--- src/rtl/assert_macros.svh ---
// ----------------------------------------------------------------------------
// Assertion macros
// Shared assertion wrappers for the sonar reading averager. The checks are
// compiled for simulation only and vanish when SYNTHESIS is defined.
// ----------------------------------------------------------------------------
`ifndef ASSERT_MACROS_SVH
`define ASSERT_MACROS_SVH

`ifndef SYNTHESIS

// Condition that must hold at every clock edge outside reset.
`define SRA_ASSERT(label, clk, rst_n, expr, msg) \
    label: assert property (@(posedge clk) disable iff (!rst_n) (expr)) \
        else $error(msg);

// Same-cycle implication.
`define SRA_ASSERT_IMP(label, clk, rst_n, ante, cons, msg) \
    label: assert property (@(posedge clk) disable iff (!rst_n) (ante) |-> (cons)) \
        else $error(msg);

// Next-cycle implication.
`define SRA_ASSERT_NXT(label, clk, rst_n, ante, cons, msg) \
    label: assert property (@(posedge clk) disable iff (!rst_n) (ante) |=> (cons)) \
        else $error(msg);

`else

`define SRA_ASSERT(label, clk, rst_n, expr, msg)
`define SRA_ASSERT_IMP(label, clk, rst_n, ante, cons, msg)
`define SRA_ASSERT_NXT(label, clk, rst_n, ante, cons, msg)

`endif

`endif

--- src/rtl/sra_pkg.sv ---
// ----------------------------------------------------------------------------
// Sonar reading averager package
// Character codes, field widths and the token type passed from the byte
// parser to the accumulator.
// ----------------------------------------------------------------------------
`default_nettype none

package sra_pkg;

    // Character codes of the sonar text.
    localparam logic [7:0] CH_R   = 8'h52;
    localparam logic [7:0] CH_DOT = 8'h2E;
    localparam logic [7:0] CH_0   = 8'h30;
    localparam logic [7:0] CH_9   = 8'h39;

    // Field widths.
    localparam int BYTE_W      = 8;
    localparam int VALUE_W     = 14;
    localparam int MIN_W       = 6;
    localparam int COUNT_OUT_W = 6;

    // Largest reading value (four digits).
    localparam int MAX_VALUE = 9999;

    // Reading window: fill is 0 when idle, else 1 plus the bytes consumed.
    localparam int              FILL_W    = 3;
    localparam logic [FILL_W-1:0] FILL_IDLE = 3'd0;
    localparam logic [FILL_W-1:0] FILL_OPEN = 3'd1;
    localparam logic [FILL_W-1:0] FILL_LAST = 3'd4;

    // Marker spacing counter, saturating.
    localparam int              SINCE_W   = 2;
    localparam logic [SINCE_W-1:0] SINCE_MAX = 2'd3;
    localparam logic [SINCE_W-1:0] SINCE_ARM = 2'd2;

    // Register reset value.
    localparam logic [MIN_W-1:0] MIN_RESET = 6'd4;

    // Token queue between parser and accumulator.
    localparam int QUEUE_DEPTH = 4;
    localparam int QPTR_W      = 2;

    // One token: a finished reading, a frame end, or both.
    typedef struct packed {
        logic               last;
        logic               has_rd;
        logic [VALUE_W-1:0] value;
    } t_tok;

endpackage

`default_nettype wire

--- src/rtl/sra_if.sv ---
// ----------------------------------------------------------------------------
// Sonar reading averager channels
// Valid/ready channels for the byte input, the result output and the
// threshold register write.
// ----------------------------------------------------------------------------
`default_nettype none

// Byte input channel.
interface sra_in_if;
    logic                      valid;
    logic                      ready;
    logic [sra_pkg::BYTE_W-1:0] data_byte;
    logic                      frame_end;

    modport source (output valid, output data_byte, output frame_end, input ready);
    modport sink   (input valid, input data_byte, input frame_end, output ready);
endinterface

// Result output channel.
interface sra_out_if;
    logic                           valid;
    logic                           ready;
    logic [sra_pkg::VALUE_W-1:0]     distance;
    logic                           average_valid;
    logic [sra_pkg::COUNT_OUT_W-1:0] reading_count;

    modport source (output valid, output distance, output average_valid,
                    output reading_count, input ready);
    modport sink   (input valid, input distance, input average_valid,
                    input reading_count, output ready);
endinterface

// Threshold register write channel.
interface sra_cfg_if;
    logic                     valid;
    logic                     ready;
    logic [sra_pkg::MIN_W-1:0] data;

    modport source (output valid, output data, input ready);
    modport sink   (input valid, input data, output ready);
endinterface

`default_nettype wire

--- src/rtl/sra_front.sv ---
// ----------------------------------------------------------------------------
// Sonar reading averager byte parser
// Tracks markers and the two reading windows, one byte per cycle while the
// queue has room; emits a token per well-formed reading and per frame end.
// ----------------------------------------------------------------------------
`default_nettype none
`include "assert_macros.svh"

module sra_front (
    input  wire logic          i_clk,
    input  wire logic          i_rst_n,
    sra_in_if.sink             i_in,
    input  wire logic          i_full,
    output logic               o_push,
    output sra_pkg::t_tok      o_tok
);

    logic [sra_pkg::FILL_W-1:0]  r_fill  [2];
    logic [sra_pkg::FILL_W-1:0]  n_fill  [2];
    logic [sra_pkg::VALUE_W-1:0] r_value [2];
    logic [sra_pkg::VALUE_W-1:0] n_value [2];
    logic [1:0]                  r_bad;
    logic [1:0]                  n_bad;
    logic [1:0]                  r_dot;
    logic [1:0]                  n_dot;
    logic [sra_pkg::SINCE_W-1:0] r_since;
    logic [sra_pkg::SINCE_W-1:0] n_since;

    logic                        w_accept;
    logic                        w_is_digit;
    logic                        w_is_dot;
    logic [sra_pkg::VALUE_W+3:0] w_prod;
    logic                        w_done;
    logic [sra_pkg::VALUE_W-1:0] w_done_val;

    // A byte is taken whenever the token queue has room.
    assign i_in.ready = !i_full;
    assign w_accept   = i_in.valid && !i_full;

    assign w_is_digit = (i_in.data_byte >= sra_pkg::CH_0) && (i_in.data_byte <= sra_pkg::CH_9);
    assign w_is_dot   = (i_in.data_byte == sra_pkg::CH_DOT);

    // Feed open windows, then decide whether this byte opens a new one.
    always_comb begin
        n_fill     = r_fill;
        n_value    = r_value;
        n_bad      = r_bad;
        n_dot      = r_dot;
        n_since    = r_since;
        w_prod     = '0;
        w_done     = 1'b0;
        w_done_val = '0;
        if (w_accept) begin
            for (int k = 0; k < 2; k++) begin
                if (r_fill[k] != sra_pkg::FILL_IDLE) begin
                    if (w_is_digit) begin
                        if (!r_dot[k]) begin
                            w_prod = ({4'b0, r_value[k]} << 3) + ({4'b0, r_value[k]} << 1)
                                   + {{(sra_pkg::VALUE_W){1'b0}}, i_in.data_byte[3:0]};
                            n_value[k] = w_prod[sra_pkg::VALUE_W-1:0];
                        end
                    end else if (w_is_dot) begin
                        if (r_dot[k]) begin
                            n_bad[k] = 1'b1;
                        end
                        n_dot[k] = 1'b1;
                    end else begin
                        n_bad[k] = 1'b1;
                    end
                    if (r_fill[k] == sra_pkg::FILL_LAST) begin
                        if (!n_bad[k]) begin
                            w_done     = 1'b1;
                            w_done_val = n_value[k];
                        end
                        n_fill[k]  = sra_pkg::FILL_IDLE;
                        n_value[k] = '0;
                        n_bad[k]   = 1'b0;
                        n_dot[k]   = 1'b0;
                    end else begin
                        n_fill[k] = r_fill[k] + 1'b1;
                    end
                end
            end

            // Marker counts only when spaced at least three bytes from the last one.
            if ((i_in.data_byte == sra_pkg::CH_R) && (r_since >= sra_pkg::SINCE_ARM)) begin
                n_since = '0;
                if (n_fill[0] == sra_pkg::FILL_IDLE) begin
                    n_fill[0] = sra_pkg::FILL_OPEN;
                end else if (n_fill[1] == sra_pkg::FILL_IDLE) begin
                    n_fill[1] = sra_pkg::FILL_OPEN;
                end
            end else if (r_since != sra_pkg::SINCE_MAX) begin
                n_since = r_since + 1'b1;
            end

            // The frame's last byte drops unfinished windows.
            if (i_in.frame_end) begin
                for (int k = 0; k < 2; k++) begin
                    n_fill[k]  = sra_pkg::FILL_IDLE;
                    n_value[k] = '0;
                end
                n_bad   = '0;
                n_dot   = '0;
                n_since = sra_pkg::SINCE_MAX;
            end
        end
    end

    // Parser state.
    always_ff @(posedge i_clk) begin
        if (!i_rst_n) begin
            r_fill[0]  <= sra_pkg::FILL_IDLE;
            r_fill[1]  <= sra_pkg::FILL_IDLE;
            r_value[0] <= '0;
            r_value[1] <= '0;
            r_bad      <= '0;
            r_dot      <= '0;
            r_since    <= sra_pkg::SINCE_MAX;
        end else begin
            r_fill  <= n_fill;
            r_value <= n_value;
            r_bad   <= n_bad;
            r_dot   <= n_dot;
            r_since <= n_since;
        end
    end

    // Token toward the accumulator.
    assign o_push       = w_accept && (w_done || i_in.frame_end);
    assign o_tok.last   = i_in.frame_end;
    assign o_tok.has_rd = w_done;
    assign o_tok.value  = w_done_val;

    // Overlapping windows are always at different offsets.
    `SRA_ASSERT_IMP(a_fill_apart, i_clk, i_rst_n, (r_fill[0] != sra_pkg::FILL_IDLE) && (r_fill[1] != sra_pkg::FILL_IDLE), r_fill[0] != r_fill[1], "both windows at the same offset")
    // A counted marker always finds a free window.
    `SRA_ASSERT_IMP(a_marker_open, i_clk, i_rst_n, r_since == '0, (r_fill[0] == sra_pkg::FILL_OPEN) || (r_fill[1] == sra_pkg::FILL_OPEN), "counted marker without an open window")
    // Window fill never passes its last byte.
    `SRA_ASSERT(a_fill_range, i_clk, i_rst_n, (r_fill[0] <= sra_pkg::FILL_LAST) && (r_fill[1] <= sra_pkg::FILL_LAST), "window fill out of range")

endmodule

`default_nettype wire

--- src/rtl/sra_queue.sv ---
// ----------------------------------------------------------------------------
// Sonar reading averager token queue
// Small first-in first-out buffer that lets the parser keep taking bytes
// while the accumulator finishes a frame.
// ----------------------------------------------------------------------------
`default_nettype none
`include "assert_macros.svh"

module sra_queue (
    input  wire logic          i_clk,
    input  wire logic          i_rst_n,
    input  wire logic          i_push,
    input  sra_pkg::t_tok      i_tok,
    output logic               o_full,
    output logic               o_valid,
    input  wire logic          i_pop,
    output sra_pkg::t_tok      o_tok
);

    sra_pkg::t_tok             r_mem [sra_pkg::QUEUE_DEPTH];
    logic [sra_pkg::QPTR_W-1:0] r_wr;
    logic [sra_pkg::QPTR_W-1:0] r_rd;
    logic [sra_pkg::QPTR_W:0]   r_cnt;

    assign o_full  = (r_cnt == (sra_pkg::QPTR_W+1)'(sra_pkg::QUEUE_DEPTH));
    assign o_valid = (r_cnt != '0);
    assign o_tok   = r_mem[r_rd];

    // Storage, written at the tail.
    always_ff @(posedge i_clk) begin
        if (i_push) begin
            r_mem[r_wr] <= i_tok;
        end
    end

    // Pointers and occupancy.
    always_ff @(posedge i_clk) begin
        if (!i_rst_n) begin
            r_wr  <= '0;
            r_rd  <= '0;
            r_cnt <= '0;
        end else begin
            if (i_push) begin
                r_wr <= r_wr + 1'b1;
            end
            if (i_pop) begin
                r_rd <= r_rd + 1'b1;
            end
            if (i_push && !i_pop) begin
                r_cnt <= r_cnt + 1'b1;
            end else if (i_pop && !i_push) begin
                r_cnt <= r_cnt - 1'b1;
            end
        end
    end

    `SRA_ASSERT_IMP(a_no_overflow, i_clk, i_rst_n, i_push, !o_full, "push into a full queue")
    `SRA_ASSERT_IMP(a_no_underflow, i_clk, i_rst_n, i_pop, o_valid, "pop from an empty queue")
    `SRA_ASSERT_NXT(a_cnt_up, i_clk, i_rst_n, i_push && !i_pop, r_cnt == $past(r_cnt) + 1'b1, "occupancy did not grow on push")

endmodule

`default_nettype wire

--- src/rtl/sra_back.sv ---
// ----------------------------------------------------------------------------
// Sonar reading averager accumulator
// Sums the readings before the first zero, and at a frame end that gives a mean
// divides the sum by their count with a one-bit-per-cycle restoring divider.
// ----------------------------------------------------------------------------
`default_nettype none
`include "assert_macros.svh"

module sra_back #(
    parameter int MAX_READINGS = 32
) (
    input  wire logic          i_clk,
    input  wire logic          i_rst_n,
    sra_cfg_if.sink            i_cfg,
    input  wire logic          i_tok_valid,
    input  sra_pkg::t_tok      i_tok,
    output logic               o_pop,
    sra_out_if.source          o_out
);

    localparam int CNT_W  = $clog2(MAX_READINGS + 1);
    localparam int SUM_W  = $clog2(MAX_READINGS * sra_pkg::MAX_VALUE + 1);
    localparam int STEP_W = $clog2(SUM_W);
    localparam int CMP_W  = CNT_W + sra_pkg::MIN_W;

    typedef enum logic [2:0] {
        ST_ACC = 3'b001,
        ST_DIV = 3'b010,
        ST_OUT = 3'b100
    } t_state;

    t_state                     r_state;
    logic [sra_pkg::MIN_W-1:0]  r_min;

    // Frame accumulators.
    logic [SUM_W-1:0]           r_sum;
    logic [SUM_W-1:0]           n_sum;
    logic [CNT_W-1:0]           r_pcount;
    logic [CNT_W-1:0]           n_pcount;
    logic [CNT_W-1:0]           r_total;
    logic [CNT_W-1:0]           n_total;
    logic                       r_zero;
    logic                       n_zero;

    // Divider and result.
    logic [SUM_W-1:0]           r_quo;
    logic [CNT_W-1:0]           r_rem;
    logic [CNT_W-1:0]           r_div;
    logic [STEP_W-1:0]          r_step;
    logic                       r_avg;
    logic [CNT_W-1:0]           r_tcount;

    logic                       w_go;
    logic [CNT_W:0]             w_shift;
    logic [CNT_W:0]             w_diff;
    logic                       w_ge;
    logic [CNT_W+sra_pkg::COUNT_OUT_W-1:0] w_count_ext;

    // Threshold register: always ready.
    assign i_cfg.ready = 1'b1;

    assign o_pop = i_tok_valid && (r_state == ST_ACC);

    // Store one reading: dropped past the store limit, summed until a zero.
    always_comb begin
        n_sum    = r_sum;
        n_pcount = r_pcount;
        n_total  = r_total;
        n_zero   = r_zero;
        if (o_pop && i_tok.has_rd && (r_total < CNT_W'(MAX_READINGS))) begin
            n_total = r_total + 1'b1;
            if (!r_zero) begin
                if (i_tok.value == '0) begin
                    n_zero = 1'b1;
                end else begin
                    n_sum    = r_sum + SUM_W'(i_tok.value);
                    n_pcount = r_pcount + 1'b1;
                end
            end
        end
    end

    assign w_go = ({{(sra_pkg::MIN_W){1'b0}}, n_total} > CMP_W'(r_min)) && (n_pcount != '0);

    // One restoring division step.
    assign w_shift = {r_rem, r_quo[SUM_W-1]};
    assign w_ge    = (w_shift >= {1'b0, r_div});
    assign w_diff  = w_shift - {1'b0, r_div};

    // Control and datapath.
    always_ff @(posedge i_clk) begin
        if (!i_rst_n) begin
            r_state  <= ST_ACC;
            r_min    <= sra_pkg::MIN_RESET;
            r_sum    <= '0;
            r_pcount <= '0;
            r_total  <= '0;
            r_zero   <= 1'b0;
        end else begin
            if (i_cfg.valid) begin
                r_min <= i_cfg.data;
            end
            unique case (r_state)
                ST_ACC: begin
                    if (o_pop && i_tok.last) begin
                        r_quo    <= w_go ? n_sum : '0;
                        r_div    <= n_pcount;
                        r_rem    <= '0;
                        r_step   <= '0;
                        r_avg    <= w_go;
                        r_tcount <= n_total;
                        r_sum    <= '0;
                        r_pcount <= '0;
                        r_total  <= '0;
                        r_zero   <= 1'b0;
                        r_state  <= w_go ? ST_DIV : ST_OUT;
                    end else begin
                        r_sum    <= n_sum;
                        r_pcount <= n_pcount;
                        r_total  <= n_total;
                        r_zero   <= n_zero;
                    end
                end
                ST_DIV: begin
                    r_rem  <= w_ge ? w_diff[CNT_W-1:0] : w_shift[CNT_W-1:0];
                    r_quo  <= {r_quo[SUM_W-2:0], w_ge};
                    r_step <= r_step + 1'b1;
                    if (r_step == STEP_W'(SUM_W - 1)) begin
                        r_state <= ST_OUT;
                    end
                end
                ST_OUT: begin
                    if (o_out.ready) begin
                        r_state <= ST_ACC;
                    end
                end
                default: begin
                    r_state <= ST_ACC;
                end
            endcase
        end
    end

    // Result register.
    assign w_count_ext         = {{(sra_pkg::COUNT_OUT_W){1'b0}}, r_tcount};
    assign o_out.valid         = (r_state == ST_OUT);
    assign o_out.distance      = r_quo[sra_pkg::VALUE_W-1:0];
    assign o_out.average_valid = r_avg;
    assign o_out.reading_count = w_count_ext[sra_pkg::COUNT_OUT_W-1:0];

    // A mean is never zero, and no mean means a zero distance.
    `SRA_ASSERT_IMP(a_dist_flag, i_clk, i_rst_n, o_out.valid, (o_out.distance != '0) == o_out.average_valid, "distance disagrees with average_valid")
    `SRA_ASSERT_IMP(a_div_nonzero, i_clk, i_rst_n, r_state == ST_DIV, r_div != '0, "division by a zero count")
    `SRA_ASSERT(a_prefix_le_total, i_clk, i_rst_n, r_pcount <= r_total, "prefix count exceeds stored count")
    `SRA_ASSERT_NXT(a_out_done, i_clk, i_rst_n, o_out.valid && o_out.ready, r_state == ST_ACC, "accumulator did not resume after result beat")

endmodule

`default_nettype wire

--- src/rtl/sonar_reading_averager.sv ---
// ----------------------------------------------------------------------------
// Sonar reading averager
// Takes a sonar text frame one byte per beat and gives one result beat per
// frame after its last byte: the truncated mean of the well-formed readings
// that come before the first zero reading, the flag that a mean was given,
// and the number of readings stored. Bytes are taken at one per cycle while
// the queue has room; a parser turns them into reading and frame-end tokens,
// which pass through a four-entry queue to the accumulator. At a frame end
// the accumulator loads a restoring divider that gives one quotient bit per
// cycle over the SUM_W-bit sum, SUM_W = clog2(MAX_READINGS * 9999 + 1) (19 at
// the default); a frame with no mean skips the divider. The result register
// then holds the beat until it is taken. The parser keeps taking bytes of
// the next frame meanwhile and stalls only when the queue is full. Write the
// threshold register only while no frame is in progress.
// ----------------------------------------------------------------------------
`default_nettype none

module sonar_reading_averager #(
    parameter int MAX_READINGS = 32
) (
    input  wire logic i_clk,
    input  wire logic i_rst_n,
    sra_in_if.sink    i_in,
    sra_cfg_if.sink   i_cfg,
    sra_out_if.source o_out
);

    logic          w_push;
    logic          w_full;
    logic          w_tok_valid;
    logic          w_pop;
    sra_pkg::t_tok w_tok_in;
    sra_pkg::t_tok w_tok_out;

    // Byte parser.
    sra_front u_front (
        .i_clk   (i_clk),
        .i_rst_n (i_rst_n),
        .i_in    (i_in),
        .i_full  (w_full),
        .o_push  (w_push),
        .o_tok   (w_tok_in)
    );

    // Token queue.
    sra_queue u_queue (
        .i_clk   (i_clk),
        .i_rst_n (i_rst_n),
        .i_push  (w_push),
        .i_tok   (w_tok_in),
        .o_full  (w_full),
        .o_valid (w_tok_valid),
        .i_pop   (w_pop),
        .o_tok   (w_tok_out)
    );

    // Accumulator and divider.
    sra_back #(
        .MAX_READINGS (MAX_READINGS)
    ) u_back (
        .i_clk       (i_clk),
        .i_rst_n     (i_rst_n),
        .i_cfg       (i_cfg),
        .i_tok_valid (w_tok_valid),
        .i_tok       (w_tok_out),
        .o_pop       (w_pop),
        .o_out       (o_out)
    );

endmodule

`default_nettype wire

--- src/flat_wrapper.sv ---
// flat-port wrapper written by rule: the top's interface ports become plain ports
module sonar_reading_averager_flat 
#(
    parameter int MAX_READINGS = 32
)
  (i_clk, i_rst_n, i_in_valid, i_in_data_byte, i_in_frame_end, i_in_ready, i_cfg_valid, i_cfg_data, i_cfg_ready, o_out_valid, o_out_distance, o_out_average_valid, o_out_reading_count, o_out_ready);
  sra_in_if i_in_i ();
  sra_cfg_if i_cfg_i ();
  sra_out_if o_out_i ();
  input  wire logic i_clk;
  input  wire logic i_rst_n;
  input wire logic [$bits(i_in_i.valid)-1:0] i_in_valid;
  input wire logic [$bits(i_in_i.data_byte)-1:0] i_in_data_byte;
  input wire logic [$bits(i_in_i.frame_end)-1:0] i_in_frame_end;
  output wire logic [$bits(i_in_i.ready)-1:0] i_in_ready;
  input wire logic [$bits(i_cfg_i.valid)-1:0] i_cfg_valid;
  input wire logic [$bits(i_cfg_i.data)-1:0] i_cfg_data;
  output wire logic [$bits(i_cfg_i.ready)-1:0] i_cfg_ready;
  output wire logic [$bits(o_out_i.valid)-1:0] o_out_valid;
  output wire logic [$bits(o_out_i.distance)-1:0] o_out_distance;
  output wire logic [$bits(o_out_i.average_valid)-1:0] o_out_average_valid;
  output wire logic [$bits(o_out_i.reading_count)-1:0] o_out_reading_count;
  input wire logic [$bits(o_out_i.ready)-1:0] o_out_ready;
  assign i_in_i.valid = i_in_valid;
  assign i_in_i.data_byte = i_in_data_byte;
  assign i_in_i.frame_end = i_in_frame_end;
  assign i_in_ready = i_in_i.ready;
  assign i_cfg_i.valid = i_cfg_valid;
  assign i_cfg_i.data = i_cfg_data;
  assign i_cfg_ready = i_cfg_i.ready;
  assign o_out_valid = o_out_i.valid;
  assign o_out_distance = o_out_i.distance;
  assign o_out_average_valid = o_out_i.average_valid;
  assign o_out_reading_count = o_out_i.reading_count;
  assign o_out_i.ready = o_out_ready;
  sonar_reading_averager #(.MAX_READINGS(MAX_READINGS)) u_core (.i_clk(i_clk), .i_rst_n(i_rst_n), .i_in(i_in_i), .i_cfg(i_cfg_i), .o_out(o_out_i));
endmodule
--- config.mk ---
export PLATFORM = sky130hd
export DESIGN_NAME = sonar_reading_averager_flat
export DESIGN_NICKNAME = d
export VERILOG_FILES = /design/src/rtl/sra_pkg.sv /design/src/rtl/sra_if.sv /design/src/rtl/sra_front.sv /design/src/rtl/sra_queue.sv /design/src/rtl/sra_back.sv /design/src/rtl/sonar_reading_averager.sv /design/src/flat_wrapper.sv
export VERILOG_INCLUDE_DIRS = /design/src /design/src/rtl
export SDC_FILE = /design/constraint.sdc
export NUM_CORES = 1
export LEC_CHECK = 0
export ABC_CLOCK_PERIOD_IN_PS = 4000
export BUFFER_PORTS_ARGS = -buffer_cell sky130_fd_sc_hd__buf_4
export CAP_MARGIN = 30
export CORE_ASPECT_RATIO = 0.75
export CORE_MARGIN = 3
export CORE_UTILIZATION = 56
export DETAILED_ROUTE_END_ITERATION = 7
export PLACE_DENSITY = 0.85
export SLEW_MARGIN = 0
export SYNTH_ARGS = -nofsm -noshare
export SYNTH_HDL_FRONTEND = slang
export SYNTH_SLANG_ARGS = --single-unit
--- constraint.sdc ---
create_clock -name i_clk -period 4 [get_ports i_clk]
set_clock_uncertainty 0.1 [all_clocks]
set_input_delay 0.8 -clock i_clk [delete_from_list [all_inputs] [get_ports i_clk]]
set_output_delay 0.8 -clock i_clk [all_outputs]
set_load 0.02 [all_outputs]
==> metrics <==
I/O Pins 44; number of buffers inserted during clock tree synthesis 17; vias in the first global route roughly 8,000; cell seen most often among critical-path stages o21a_1; post-layout min period 3.734 ns; total length of routed wires 24,630 um; critical register-to-register path endpoint u_core.u_back.r_quo[0]$_DFFE_PP_; startpoint type of the worst setup path flop; clk slew on worst S/H paths about 0.070 ns; Pwr Density 493.6 nW/um^2; fraction of registers with async set or reset after synthesis 0%; number of nets produced by synthesis 1,175; setup repair after global routing missed its margin false; total via count after detailed routing 8,256; total setup buffers inserted after CTS 0; Met2 Wirelength 11,090 um; filler cell count roughly 1,400; CTS H-Tree Depth 4; utilization after layout about 64%; most repeated cell in the gate-level netlist after synthesis nor2_1; HP Start u_core.u_front.r_bad[0]$_SDFFE_PN0P_; worst min-delay path class flop to flop; sequential-to-total area share from yosys stat 46.32%; slew at the pin with the worst max-slew slack 1.044 ns; detailed-routing iteration count for the pre-antenna-repair pass 5; initial antenna violation count 0; die boundary height 126.4 um; highest-delay cell along the critical path mux4_2; class of the most critical setup path flop to flop; cell types occupying the most area after synthesis edfxtp_1 30%, dfxtp_1 17%, ha_1 9.9%; met1 wire length 11,070 um; average wire length per cell after detail routing ~18 um; worst endpoint data arrival time 3.92 ns; standard cell core area 18,720 sq um; area growth from synthesis to final layout 10.13%; remaining antenna violation count 0; Cells on Worst Hold Path 2; Detailed Route Iter0 Violations 824; most used flip-flop cell after synthesis edfxtp_1; Yosys warning total 0; count of buffers inserted at the top-level ports 42; power consumption ~0.0059 W; nets 1,205; instance count of the mapped netlist 1,062; final-report setup violation count 0; worst slew margin relative to its limit approximately 30%; Sum Neg Setup Slack 0 ns; area share of the leading cell type in the synthesized netlist 29.68%; post-synth design cell area between 10,000 and 15,000 sq um; post-synthesis area per instance approximately 10 sq um; run status complete, no violations; CTS Hold Buffers Added 0; overall die width between 150 and 200 um; number of flops mapped to enable cells by yosys between 100 and 150; clock tree from TritonCTS yes; total of flip-flops plus latches after synthesis 197; peak fanout along the critical path 22; maximum clock frequency 267.8 MHz; number of placement rows 43; count of cell types in the netlist 72; Detail Route met3 WL 1862 um; Starting Density slightly below 60%; number of diodes 0; end of the worst hold path u_core.u_front.r_bad[0]$_SDFFE_PN0P_; leakage power roughly 4.7 nW; global routing usage summed across all routing layers 23.63%; WP data required 4.18 ns; weighted congestion at the end of routability-driven global placement between 0.9 and 1; vias per std cell 6.107; CTS Root Cell clkbuf_16; clock latency at the later pin of the worst-skew pair 0.44 ns; max cap viols 0; final global-route overflow total 0; share of final-layout standard cells stronger than drive strength 1 11.58%; final worst path period share 93.36%; largest area contributor in the synthesized netlist edfxtp_1; worst reg-to-reg path cell count 15; delay of the slowest cell on the worst path 0.51 ns; DRC 0; Sinks on Clock Net 197; HPWL Detailed 17,320 um; minimum setup slack among reg-to-reg paths ~0.27 ns; Setup crit end kind flop; post_cts resized 0; pin count of the biggest net entering global routing 42; first-pass GRT wire length between 40,000 and 50,000 um; DIE AREA about 21,000 sq um; Highest Signal Layer met4; number of hold violations in the final report 0; fin. max-slew vios 0; critical path, cell by cell mux4_2, nand3_1, nor2_2, mux2_2, ha_1, nor2b_1, o21a_1, o21a_1, o21a_1, o21ai_0, a32oi_1, o41ai_4, buf_12, or3_1, o21ai_1; buffers from clock root to sink, at most 2; most numerous cell types in the synthesized netlist 144 x nor2_1, 107 x edfxtp_1, 90 x dfxtp_1; worst supply voltage drop on vdd between 0.0003 and 0.0004 V
## critical path, delay by kind of cell, from the launching register on
family / cells / cell delay [ns]
and+or+nand+nor: 4 / 0.86
AOI/OAI and AO/OA: 7 / 0.94
buffers and inverters: 1 / 0.19
muxes: 2 / 0.82
adders and majority gates: 1 / 0.29
DFF: 1 / 0.38
## state kept, by name, summed over array words and instances (netlist names), named ones only
name and flops:
u_core.u_queue.r_cnt 3, u_core.u_back.r_div 6, u_core.u_back.o_out.reading_count 6, u_core.u_back.r_state 3
u_core.u_queue.r_rd 2, u_core.u_back.r_min 6, u_core.u_queue.r_mem 64, u_core.u_back.r_rem 6
u_core.u_front.r_dot 2, u_core.u_front.r_value 28, u_core.u_back.o_out.average_valid 1, u_core.u_back.r_zero 1
u_core.u_front.r_bad 2, u_core.u_back.r_sum 19, u_core.u_back.r_pcount 6, u_core.u_queue.r_wr 2
u_core.u_back.r_quo 19, u_core.u_front.r_fill 6, u_core.u_back.r_total 6, u_core.u_back.r_step 5
u_core.u_front.r_since 2
## per-layer routing
metal / GRT usage, % / vias up
li1: - / 3861
met1: 33.20 / 3990
met2: 37.02 / 353
met3: 5.358 / 52
met4: 7.177 / 0
met5: 0 / -
## per-stage QoR
step	area [sq um]	cells	hold WS, ns	worst slack (ns)
2_1_floorplan	10830	1062	0.3544	0.1603
3_3_place_gp	11350	1319	0.3600	0.04846
3_5_place_dp	11350	1320	0.3733	-0.06012
4_1_cts	11910	1352	0.3866	0.1892
5_1_grt	11920	1352	0.4068	0.03858
6_report	11920	1352	0.3955	0.2656
## where the power goes
part / leakage [nW] / internal, W / switching, W
registers: 1.73 / 0.00234 / 0.000115
logic: 2.68 / 0.000710 / 0.00106
clock network: 0.261 / 0.000866 / 0.000790
total: 4.67 / 0.00392 / 0.00197
## worst max-delay path by stage
stage	cells past startpoint	endpoint	start	slack, ns
after global routing	12	u_core.u_back.r_quo[18]$_DFFE_PP_	flop	0.04
after detailed placement	14	u_core.u_queue.r_mem[3][13]$_DFFE_PP_	i_in_data_byte[3]	-0.06
after global placement	14	u_core.u_queue.r_mem[2][13]$_DFFE_PP_	i_in_data_byte[3]	0.05
after CTS	12	u_core.u_back.r_quo[18]$_DFFE_PP_	flop	0.19
final	15	u_core.u_back.r_quo[0]$_DFFE_PP_	flop	0.27
after floorplan	14	u_core.u_queue.r_cnt[2]$_SDFFE_PN0P_	i_in_data_byte[0]	0.16
## layout by cell type, fill, tap and decap left out, types with 30 or more instances in the layout
cell type / count
nor2_1: 142
edfxtp_1: 107
dfxtp_1: 90
ha_1: 86
nand2_1: 82
a21oi_1: 80
buf_4: 64
inv_1: 58
xnor2_1: 32
o21ai_0: 30
## cell families after synthesis
family                     count (synthesis)  synth area share [%]
other                                      1               0.03464
muxes                                     33                 4.912
and+or+nand+nor                          346                 14.97
buffers and inverters                    116                 4.819
AOI/OAI and AO/OA                        224                 13.37
DFF                                      197                 46.32
xor gates and xnor gates                  52                 4.345
adders and majority gates                 93                 11.23
## layout make-up
| cell class | count | area (sq um) | area share (%) |
|---|---|---|---|
| multi-input combinational | 749 | 5301 | 44.46 |
| sequential | 197 | 5015 | 42.06 |
| timing repair buffer | 67 | 516.7 | 4.334 |
| clock buffer | 18 | 429.2 | 3.599 |
| tap | 247 | 309.0 | 2.592 |
| inverter | 60 | 225.2 | 1.889 |
| clock inverter | 14 | 127.6 | 1.070 |
Power figures use the tool's default switching activity.
